**config.mk**
```make
export PLATFORM = sky130hd
export DESIGN_NAME = utf8_to_utf16_decoder
export DESIGN_NICKNAME = d
export VERILOG_FILES = /design/src/sv/u8u16_pkg.sv /design/src/sv/utf8_to_utf16_decoder.sv /design/src/sv/u8u16_core.sv /design/src/sv/u8u16_queue.sv
export SDC_FILE = /design/constraint.sdc
export NUM_CORES = 1
export LEC_CHECK = 0
export ABC_AREA = 1
export BUFFER_PORTS_ARGS = -buffer_cell sky130_fd_sc_hd__buf_2
export CELL_PAD_IN_SITES_DETAIL_PLACEMENT = 2
export CELL_PAD_IN_SITES_GLOBAL_PLACEMENT = 2
export CORE_ASPECT_RATIO = 1.75
export CORE_MARGIN = 3
export CORE_UTILIZATION = 40
export DETAILED_ROUTE_END_ITERATION = 10
export PLACE_DENSITY = 0.93
export SKIP_CTS_REPAIR_TIMING = 1
export SYNTH_ARGS = -nofsm -noshare
export SYNTH_HDL_FRONTEND = slang
export SYNTH_SLANG_ARGS = --single-unit
```
**constraint.sdc**
```tcl
create_clock -name clk_i -period 10.5 [get_ports clk_i]
set_input_delay 2.625 -clock clk_i [delete_from_list [all_inputs] [get_ports clk_i]]
set_output_delay 2.625 -clock clk_i [all_outputs]
set_load 0.03 [all_outputs]
```
**src/sv/u8u16_pkg.sv**
```systemverilog
// ----------------------------------------------------------------------------
// u8u16_pkg
// Shared types and constants of the UTF-8 to UTF-16 decoder.
// ----------------------------------------------------------------------------
package u8u16_pkg;

  localparam int unsigned CntW      = 13;
  localparam logic [CntW-1:0] MaxBuffer   = 13'd4096;
  localparam logic [CntW-1:0] BufferReset = 13'd1024;

  localparam int unsigned QueueDepth = 4;
  localparam int unsigned QueuePtrW  = $clog2(QueueDepth);
  localparam int unsigned MaxResults = 3;

  localparam logic [20:0] SurrLo   = 21'h00D800;
  localparam logic [20:0] SurrHi   = 21'h00DFFF;
  localparam logic [20:0] BmpMax   = 21'h00FFFF;
  localparam logic [20:0] PointMax = 21'h10FFFF;
  localparam logic [20:0] PlaneOne = 21'h010000;
  localparam logic [5:0]  HiSurrTag = 6'b110110;
  localparam logic [5:0]  LoSurrTag = 6'b110111;

  typedef enum logic [2:0] {
    ST_OK       = 3'd0,
    ST_STRAY    = 3'd1,
    ST_BAD_LEAD = 3'd2,
    ST_TRUNC    = 3'd3,
    ST_BAD_CONT = 3'd4,
    ST_SURR     = 3'd5,
    ST_RANGE    = 3'd6,
    ST_FULL     = 3'd7
  } status_e;

  typedef struct packed {
    logic [15:0] code_unit;
    logic        is_unit;
    status_e     status;
    logic        run_end;
  } item_t;

  typedef struct packed {
    logic [1:0]            count;
    item_t [MaxResults-1:0] item;
  } res_t;

endpackage

```
**src/sv/utf8_to_utf16_decoder.sv**
```systemverilog
// ----------------------------------------------------------------------------
// utf8_to_utf16_decoder
// UTF-8 byte stream in, UTF-16 code units and one run status item out.
// ----------------------------------------------------------------------------
//  Channel | Handshake                 | Payload
//  --------+---------------------------+-----------------------------------
//  in      | in_valid_i / in_ready_o   | in_byte_i, last_byte_i
//  out     | out_valid_o / out_ready_i | code_unit_o, is_unit_o, status_o,
//          |                           | run_end_o
//  config  | cfg_we_i                  | buffer_size_i
//
// One byte per cycle while the queue has room: a byte is registered and
// decoded from that register, and its results are written to the queue.
// The queue drains one result per cycle while out_ready_i is high, so a
// byte giving a surrogate pair or a unit plus status holds the input until
// the queue has room again. Reset clears the run state and sets buffer_size
// to 1024. A stalled output backs up the queue and then the input register.
module utf8_to_utf16_decoder (
  input  logic        clk_i,
  input  logic        rst_ni,
  input  logic        in_valid_i,
  output logic        in_ready_o,
  input  logic [7:0]  in_byte_i,
  input  logic        last_byte_i,
  output logic        out_valid_o,
  input  logic        out_ready_i,
  output logic [15:0] code_unit_o,
  output logic        is_unit_o,
  output logic [2:0]  status_o,
  output logic        run_end_o,
  input  logic        cfg_we_i,
  input  logic [12:0] buffer_size_i
);
  import u8u16_pkg::*;

  logic       in_valid_q;
  logic [7:0] in_byte_q;
  logic       last_q;
  logic       room;
  logic       fire;
  res_t       res;
  item_t      item;

  assign fire       = in_valid_q && room;
  assign in_ready_o = !in_valid_q || fire;

  always_ff @(posedge clk_i or negedge rst_ni) begin
    if (!rst_ni) begin
      in_valid_q <= 1'b0;
    end else if (in_ready_o) begin
      in_valid_q <= in_valid_i;
    end
  end

  always_ff @(posedge clk_i) begin
    if (in_valid_i && in_ready_o) begin
      in_byte_q <= in_byte_i;
      last_q    <= last_byte_i;
    end
  end

  u8u16_core u_core (
    .clk_i         (clk_i),
    .rst_ni        (rst_ni),
    .fire_i        (fire),
    .in_byte_i     (in_byte_q),
    .last_byte_i   (last_q),
    .cfg_we_i      (cfg_we_i),
    .buffer_size_i (buffer_size_i),
    .res_o         (res)
  );

  u8u16_queue u_queue (
    .clk_i       (clk_i),
    .rst_ni      (rst_ni),
    .push_i      (fire),
    .res_i       (res),
    .room_o      (room),
    .out_valid_o (out_valid_o),
    .out_ready_i (out_ready_i),
    .item_o      (item)
  );

  assign code_unit_o = item.code_unit;
  assign is_unit_o   = item.is_unit;
  assign status_o    = item.status;
  assign run_end_o   = item.run_end;

endmodule

```
**src/sv/u8u16_core.sv**
```systemverilog
// ----------------------------------------------------------------------------
// u8u16_core
// Per-byte decode: sequence state, code point assembly, limit checks and
// the result items of one request.
// ----------------------------------------------------------------------------
module u8u16_core (
  input  logic                   clk_i,
  input  logic                   rst_ni,
  input  logic                   fire_i,
  input  logic [7:0]             in_byte_i,
  input  logic                   last_byte_i,
  input  logic                   cfg_we_i,
  input  logic [12:0]            buffer_size_i,
  output u8u16_pkg::res_t        res_o
);
  import u8u16_pkg::*;

  logic [CntW-1:0] size_cfg_q;
  logic [20:0]     point_q, point_d;
  logic [1:0]      owed_q, owed_d;
  logic [CntW-1:0] units_q, units_d;
  logic            err_seen_q, err_seen_d;

  logic [CntW-1:0] size_lim, cap;
  logic [CntW:0]   need1, need2;
  logic [20:0]     cp, v;
  logic            complete;
  status_e         err;
  res_t            res;

  assign size_lim = (size_cfg_q > MaxBuffer) ? MaxBuffer : size_cfg_q;
  assign cap      = (size_lim == '0) ? '0 : size_lim - 13'd1;
  assign need1    = {1'b0, units_q} + 14'd1;
  assign need2    = {1'b0, units_q} + 14'd2;

  always_comb begin
    point_d    = point_q;
    owed_d     = owed_q;
    units_d    = units_q;
    err_seen_d = err_seen_q;
    err        = ST_OK;
    complete   = 1'b0;
    cp         = '0;
    v          = '0;
    res        = '0;

    if (err_seen_q) begin
      // drop bytes until the end of the string
      if (last_byte_i) begin
        point_d    = '0;
        owed_d     = '0;
        units_d    = '0;
        err_seen_d = 1'b0;
      end
    end else begin
      if (owed_q == 2'd0) begin
        if (in_byte_i inside {[8'h00:8'h7F]}) begin
          point_d  = {13'd0, in_byte_i};
          complete = 1'b1;
        end else if (in_byte_i inside {[8'h80:8'hBF]}) begin
          err = ST_STRAY;
        end else if (in_byte_i inside {[8'hC0:8'hDF]}) begin
          point_d = {16'd0, in_byte_i[4:0]};
          owed_d  = 2'd1;
        end else if (in_byte_i inside {[8'hE0:8'hEF]}) begin
          point_d = {17'd0, in_byte_i[3:0]};
          owed_d  = 2'd2;
        end else if (in_byte_i inside {[8'hF0:8'hF7]}) begin
          point_d = {18'd0, in_byte_i[2:0]};
          owed_d  = 2'd3;
        end else begin
          err = ST_BAD_LEAD;
        end
      end else if (in_byte_i[7:6] != 2'b10) begin
        err = ST_BAD_CONT;
      end else begin
        point_d  = {point_q[14:0], in_byte_i[5:0]};
        owed_d   = owed_q - 2'd1;
        complete = (owed_q == 2'd1);
      end

      if (complete) begin
        cp = point_d;
        v  = cp - PlaneOne;
        if (cp >= SurrLo && cp <= SurrHi) begin
          err = ST_SURR;
        end else if (cp > PointMax) begin
          err = ST_RANGE;
        end else if (cp <= BmpMax) begin
          if (need1 > {1'b0, cap}) begin
            err = ST_FULL;
          end else begin
            res.item[0].code_unit = cp[15:0];
            res.item[0].is_unit   = 1'b1;
            res.count             = 2'd1;
            units_d               = need1[CntW-1:0];
          end
        end else begin
          if (need2 > {1'b0, cap}) begin
            err = ST_FULL;
          end else begin
            res.item[0].code_unit = {HiSurrTag, v[19:10]};
            res.item[0].is_unit   = 1'b1;
            res.item[1].code_unit = {LoSurrTag, v[9:0]};
            res.item[1].is_unit   = 1'b1;
            res.count             = 2'd2;
            units_d               = need2[CntW-1:0];
          end
        end
        point_d = '0;
      end

      if (err == ST_OK && last_byte_i && owed_d != 2'd0) begin
        err = ST_TRUNC;
      end

      if (err != ST_OK || last_byte_i) begin
        res.item[res.count].status  = err;
        res.item[res.count].run_end = 1'b1;
        res.count                   = res.count + 2'd1;
        point_d                     = '0;
        owed_d                      = '0;
        if (last_byte_i) begin
          units_d    = '0;
          err_seen_d = 1'b0;
        end else begin
          err_seen_d = 1'b1;
        end
      end
    end
  end

  assign res_o = res;

  always_ff @(posedge clk_i or negedge rst_ni) begin
    if (!rst_ni) begin
      size_cfg_q <= BufferReset;
      point_q    <= '0;
      owed_q     <= '0;
      units_q    <= '0;
      err_seen_q <= 1'b0;
    end else begin
      if (cfg_we_i) begin
        size_cfg_q <= buffer_size_i;
      end
      if (fire_i) begin
        point_q    <= point_d;
        owed_q     <= owed_d;
        units_q    <= units_d;
        err_seen_q <= err_seen_d;
      end
    end
  end

endmodule

```
**src/sv/u8u16_queue.sv**
```systemverilog
// ----------------------------------------------------------------------------
// u8u16_queue
// Result queue: takes up to three items per cycle, hands out one per cycle while out_ready_i is high.
// ----------------------------------------------------------------------------
module u8u16_queue (
  input  logic                   clk_i,
  input  logic                   rst_ni,
  input  logic                   push_i,
  input  u8u16_pkg::res_t        res_i,
  output logic                   room_o,
  output logic                   out_valid_o,
  input  logic                   out_ready_i,
  output u8u16_pkg::item_t       item_o
);
  import u8u16_pkg::*;

  item_t                mem_q [QueueDepth];
  logic [QueuePtrW-1:0] wr_ptr_q, rd_ptr_q;
  logic [QueuePtrW:0]   count_q, count_d;
  logic [1:0]           push_n;
  logic                 pop;

  assign push_n      = push_i ? res_i.count : 2'd0;
  assign pop         = out_valid_o && out_ready_i;
  assign out_valid_o = (count_q != '0);
  assign item_o      = mem_q[rd_ptr_q];
  // room for a full burst of results
  assign room_o      = (count_q <= (QueuePtrW+1)'(QueueDepth - MaxResults));
  assign count_d     = count_q + {1'b0, push_n} - {{QueuePtrW{1'b0}}, pop};

  always_ff @(posedge clk_i) begin
    for (int k = 0; k < MaxResults; k++) begin
      if (2'(k) < push_n) begin
        mem_q[wr_ptr_q + QueuePtrW'(k)] <= res_i.item[k];
      end
    end
  end

  always_ff @(posedge clk_i or negedge rst_ni) begin
    if (!rst_ni) begin
      wr_ptr_q <= '0;
      rd_ptr_q <= '0;
      count_q  <= '0;
    end else begin
      wr_ptr_q <= wr_ptr_q + push_n;
      if (pop) begin
        rd_ptr_q <= rd_ptr_q + 2'd1;
      end
      count_q <= count_d;
    end
  end

endmodule
```
==> results_dict.tcl, run 1 <==
set metrics [dict create \
    cpMaxStageDelayCell "nand3_1" \
    drt-initial-drc-count 922 \
    synth-async-reset-ratio_pct 38.4 \
    final_common_cell "nand2_1" \
    dpl.hpwl_um 32200 \
    path_class "flip-flop to flip-flop" \
    portBuffers 49 \
    timing.hold.ws_ns 0.561 \
    crit_family "simple AND/OR/NAND/NOR gates" \
    ant_nets 0 \
    min_path_type "flip-flop to flip-flop" \
    clk_path_buf_depth 2 \
    setup_tns_ns 0 \
    die_w_um 130 \
    gp_congestion 0.921 \
    area_growth_pct 9.12 \
    die_area_um2 29200 \
    fmax_mhz 110 \
    r2r_end "u_queue.mem_q[3][15]" \
    clock_sinks 151 \
    crit_buf_inv 4 \
    antenna_found_initial 0 \
    required_ns 10.39 \
    die_y_um 224 \
    status "complete, no violations" \
    core_area_um2 26600 \
    grt_max_degree 59 \
    max_slew.worst_pin.slew_ns 1.30 \
    slew_headroom_pct 13.2 \
    synth_edf_count 93 \
    yosys_register_bits 151 \
    min-delay-start "u_core.size_cfg_q[0]" \
    ys_types 49 \
    mostFrequentLayoutCells "nand2_1, inv_1, nor2_1, o21ai_0, nand3_1" \
    setup_viol 0 \
    syn_nets 1544 \
    rsz0062_at_grt "false" \
    ir_worst_vdd_uv 150 \
    path_clk_slew_ns 0.07 \
    grt-ovfl-total 0 \
    vias 11200 \
    worstPathMaxFanout 30 \
    holdPathStages 1 \
    whs_endpoint "u_core.size_cfg_q[0]" \
    yosys_most_used_dff "edfxtp_1" \
    p_leak_nw 5.47 \
    wirelength_um 47800 \
    fin_nets 1561 \
    grt_pass1_vias 12900 \
    arrival_ns 8.94 \
    slowest_delay_ns 1.04 \
    rows 79 \
    ys_warn_count 0 \
    rrSetupSlack_ns 1.45 \
    via_per_inst 6.13 \
    power.density_nw_per_um2 336 \
    antenna_cells 0 \
    crit_path_frequent_cell "nand2_1" \
    cts-root-buf "clkbuf_16" \
    drive_above_1_share_pct 10.6 \
    cts_tree "built" \
    period_share_pct 86.2 \
    reg2reg_from "u_core.size_cfg_q[7]" \
    endpoint_kind "flip-flop" \
    drc 0 \
    critPathLaunchType "flip-flop" \
    postSynthAreaPerCell_um2 7.33 \
    hold_viol 0 \
    synthesis.area_um2 10800 \
    grt_pass1_wl_um 75300 \
    insertion_delay_ns 0.49 \
    initial_core_util_pct 40.7 \
    numCtsBuffers 17 \
    grt_use_total_pct 33.8 \
    drt-pass1-iter-count 5 \
    slew_viol_final 0 \
    syn_inst 1477 \
    cap_violations 0 \
    finClkSkew_ns 0.0170 \
    routedWlPerCell_um 26.1 \
    rr_worst_depth 29 \
    ys_seq_area_share_pct 39.2 \
    fin_crit_ns 9.05 \
    pin_count 50 \
    htree_levels 4 \
]
cell families after synthesis:
group	after synthesis	share of synthesized area, %
mux	4	0.416
compound gates	264	14.5
fa+ha+maj	40	4.69
simple gates	742	29.7
flops	151	39.2
buf+inv	250	9.43
xor+xnor	26	2.10
worst max path at each step:
stage | start | end | slack [ns] | cells after the start
2_1_floorplan | u_core.size_cfg_q[8] | u_queue.mem_q[2][0] | 5.05 | 30
3_3_place_gp | u_core.size_cfg_q[8] | u_queue.mem_q[3][17] | 2.46 | 29
3_5_place_dp | u_core.size_cfg_q[8] | u_queue.mem_q[3][20] | 1.96 | 29
4_1_cts | u_core.size_cfg_q[7] | u_queue.mem_q[3][2] | 1.53 | 28
5_1_grt | u_core.size_cfg_q[7] | u_queue.mem_q[3][3] | 0.68 | 29
6_report | u_core.size_cfg_q[7] | u_queue.mem_q[3][15] | 1.45 | 29
power by group:
group          switching, mW  leakage, nW  internal (mW)
sequential             0.113         1.62          0.836
combinational           1.79         3.57          0.593
clock                  0.319        0.278          0.316
sequential cells by signal, summed over array words and instances (netlist names):
signal             count
in_byte_q              8
in_valid_q             1
last_q                 1
u_core.err_seen_q      1
u_core.owed_q          2
u_core.point_q        21
u_core.size_cfg_q     13
u_core.units_q        13
u_queue.count_q        3
u_queue.mem_q         84
u_queue.rd_ptr_q       2
u_queue.wr_ptr_q       2
synthesized netlist by cell type, drive strengths merged, types with 12 or more instances:
library cell / count / area share (%)
o32ai: 25 / 2.0
nand3: 103 / 5.3
nand2: 424 / 15
nor3: 13 / 0.60
o211ai: 21 / 1.5
nor2: 179 / 7.1
o22ai: 26 / 1.5
clkbuf: 32 / 1.1
edfxtp: 93 / 26
ha: 39 / 4.5
o21ai: 105 / 5.0
nand4: 12 / 0.75
dfrtp: 57 / 13
xor2: 23 / 1.9
buf: 27 / 1.7
a21oi: 65 / 3.0
inv: 189 / 6.6
per-layer routing:
| metal | track usage [%] | up-vias | part of all wire (%) |
|---|---|---|---|
| met4 | 21.4 | 0 | 7.3 |
| met2 | 61.4 | 401 | 53 |
| met3 | 5.97 | 224 | 3.9 |
| met5 | 0 | - | 0 |
| met1 | 34.7 | 5662 | 36 |
| li1 | - | 4942 | - |
stage by stage:
step	util, %	instance area, µm²	worst slack (ns)	power, mW	instances
final	44.4	11800	1.45	3.97	1831
after global routing	44.4	11800	0.675	4.21	1831
after global placement	42.3	11200	2.46	3.04	1799
after floorplan	-	10800	5.05	2.48	1477
after CTS	44.4	11800	1.53	3.94	1831
after detailed placement	42.3	11200	1.96	3.20	1799
cell type report:
class / count / area, µm²
fill: 3087 / 14800
multi-input combinational: 1076 / 5560
sequential: 151 / 4250
inverter: 191 / 718
clock buffer: 17 / 425
tap: 324 / 405
timing repair buffer: 57 / 305
clock inverter: 15 / 154
Note: power is estimated with default switching activity, not from simulation.
==> run 2: changes to the inputs <==
--- a/config.mk
+++ b/config.mk
@@ -6,11 +6,10 @@
 export NUM_CORES = 1
 export LEC_CHECK = 0
 export ABC_AREA = 1
-export BUFFER_PORTS_ARGS = -buffer_cell sky130_fd_sc_hd__buf_2
+export BUFFER_PORTS_ARGS = -buffer_cell sky130_fd_sc_hd__clkbuf_2
 export CELL_PAD_IN_SITES_DETAIL_PLACEMENT = 2
 export CELL_PAD_IN_SITES_GLOBAL_PLACEMENT = 2
 export CORE_ASPECT_RATIO = 1.75
-export CORE_MARGIN = 3
 export CORE_UTILIZATION = 40
 export DETAILED_ROUTE_END_ITERATION = 10
 export PLACE_DENSITY = 0.93
==> run 2 against run 1 <==
Critical path type unchanged. Non-clock buffer count increased by 2. Setup slack better by 0.031 ns. Critical endpoint is now u_queue.mem_q[3][0]. Maximum frequency is 0.35% higher. Clock power is 1% higher. First-iteration DRC count decreased by 25%. Count of clock-buffer cells in the layout increased by 1. Worst hold slack worse by 0.0097 ns. Via count decreased by 2.1%. Sequential power shrank 0.5%.
==> results_dict.tcl, run 2 (synthesis gave the netlist of run 1 again) <==
set metrics [dict create \
    htree_levels 4 \
    slew_headroom_pct 8.98 \
    clkPwrFrac_pct 16.3 \
    final_common_cell "nand2_1" \
    routedWlPerCell_um 25.1 \
    crit_buf_inv 4 \
    slowest_delay_ns 1.03 \
    rrSetupSlack_ns 1.48 \
    die_area_um2 27800 \
    cap_violations 0 \
    die_w_um 126 \
    via_per_inst 6.00 \
    clock_sinks 151 \
    setup_viol 0 \
    reg2reg_from "u_core.size_cfg_q[8]" \
    rr_worst_depth 29 \
    swShare_pct 55.4 \
    fmax_mhz 111 \
    insertion_delay_ns 0.49 \
    max_slew.worst_pin.slew_ns 1.36 \
    power_switching_mw 2.19 \
    wirelength_um 46000 \
    numCtsBuffers 17 \
    post_dp_cell_area_um2 11300 \
    whs_endpoint "u_core.size_cfg_q[4]" \
    critPathLaunchType "flip-flop" \
    top_regs "u_queue.mem_q x84, u_core.point_q x21" \
    drt-initial-drc-count 690 \
    cpMaxStageDelayCell "nand3_1" \
    cts-root-buf "clkbuf_16" \
    n_fill_cell 3116 \
    design_area_um2 11800 \
    initial_core_util_pct 40.7 \
    cts_tree "built" \
    p_int_mw 1.76 \
    setup_tns_ns 0 \
    area_growth_pct 9.18 \
    largest-register "u_queue.mem_q" \
    combinationalPowerShare_pct 59.8 \
    status "complete, no violations" \
    pin_count 50 \
    core_area_um2 26600 \
    slew_viol_final 0 \
    arrival_ns 8.91 \
    final_util_pct 44.5 \
    power.density_nw_per_um2 334 \
    p_leak_nw 5.49 \
    rows 79 \
    min-delay-start "u_core.size_cfg_q[4]" \
    drive_above_1_share_pct 10.7 \
    ir_worst_vdd_uv 151 \
    antenna_found_initial 0 \
    portBuffers 49 \
    grt_pass1_vias 12600 \
    worstPathMaxFanout 30 \
    dp_cells 1801 \
    min_path_type "flip-flop to flip-flop" \
    fin_nets 1563 \
    drc 0 \
    period_share_pct 85.9 \
    final_cell_count_no_fill 1833 \
    die_y_um 220 \
    drt-pass1-iter-count 7 \
    mostFrequentLayoutCells "nand2_1, inv_1, nor2_1, o21ai_0, nand3_1" \
    r2r_end "u_queue.mem_q[3][0]" \
    antenna_cells 0 \
    ant_nets 0 \
    grt_max_degree 59 \
    rsz0062_at_grt "false" \
    crit_path_frequent_cell "nand2_1" \
    finClkSkew_ns 0.0143 \
    required_ns 10.39 \
    dpl.hpwl_um 32500 \
    path_class "flip-flop to flip-flop" \
    clk_path_buf_depth 2 \
    largest_reg_flops 84 \
    hold_viol 0 \
    endpoint_kind "flip-flop" \
    grt_use_total_pct 34.7 \
    vias 11000 \
    pwr-share-seq_pct 23.9 \
    grt_pass1_wl_um 72000 \
    crit_family "simple AND/OR/NAND/NOR gates" \
    path_clk_slew_ns 0.07 \
    fin_crit_ns 9.02 \
    holdPathStages 1 \
    gp_congestion 0.907 \
    grt-ovfl-total 0 \
]
-- run 2: cell count changes in the layout (fill, tap and decap cells not counted) --
cell and change:
clkbuf_2 +48, clkinv_4 +2, clkbuf_1 +1, buf_4 +2
bufinv_16 +1, clkinv_8 -2, inv_8 -2, clkinv_2 +1
buf_2 -48, inv_6 -1
-- run 2: power by group through the flow --
stage | sequential (mW) | combinational, mW | clock, mW
after floorplan | 0.902 | 1.58 | 0
after global placement | 0.936 | 2.11 | 0
after detailed placement | 0.949 | 2.27 | 0
after CTS | 0.942 | 2.34 | 0.648
after global routing | 0.957 | 2.56 | 0.661
final | 0.944 | 2.36 | 0.644
-- run 2: worst max-delay path by stage --
stage / to / cells past startpoint / from
floorplan: u_queue.mem_q[2][0] / 30 / u_core.size_cfg_q[8]
global placement: u_queue.mem_q[3][13] / 27 / u_core.size_cfg_q[10]
detailed placement: u_queue.mem_q[3][19] / 29 / u_core.size_cfg_q[8]
CTS: u_queue.mem_q[3][0] / 29 / u_core.size_cfg_q[8]
global route: u_queue.mem_q[3][2] / 29 / u_core.size_cfg_q[8]
finish: u_queue.mem_q[3][0] / 29 / u_core.size_cfg_q[8]
-- run 2: area by class of cell --
type / instances / area, µm² / share of cell area [%]
sequential: 151 / 4250 / 35.9
clock inverter: 14 / 143 / 1.21
clock buffer: 18 / 429 / 3.63
multi-input combinational: 1076 / 5560 / 47.1
inverter: 191 / 718 / 6.07
timing repair buffer: 59 / 320 / 2.71
tap: 324 / 405 / 3.43
-- run 2: through the flow --
step           hold slack (ns)  worst slack [ns]  total power [mW]
3_5_place_dp             0.526              1.91              3.22
6_report                 0.551              1.48              3.95
4_1_cts                  0.545              1.50              3.93
5_1_grt                  0.553             0.869              4.17
3_3_place_gp             0.508              2.47              3.04
2_1_floorplan            0.469              5.05              2.48
-- run 2: metal layers --
layer  global-route usage (%)  part of all wire [%]
met5                        0                     0
met1                     33.5                    35
met3                     6.65                   3.8
met4                     25.7                   7.1
met2                     65.2                    54
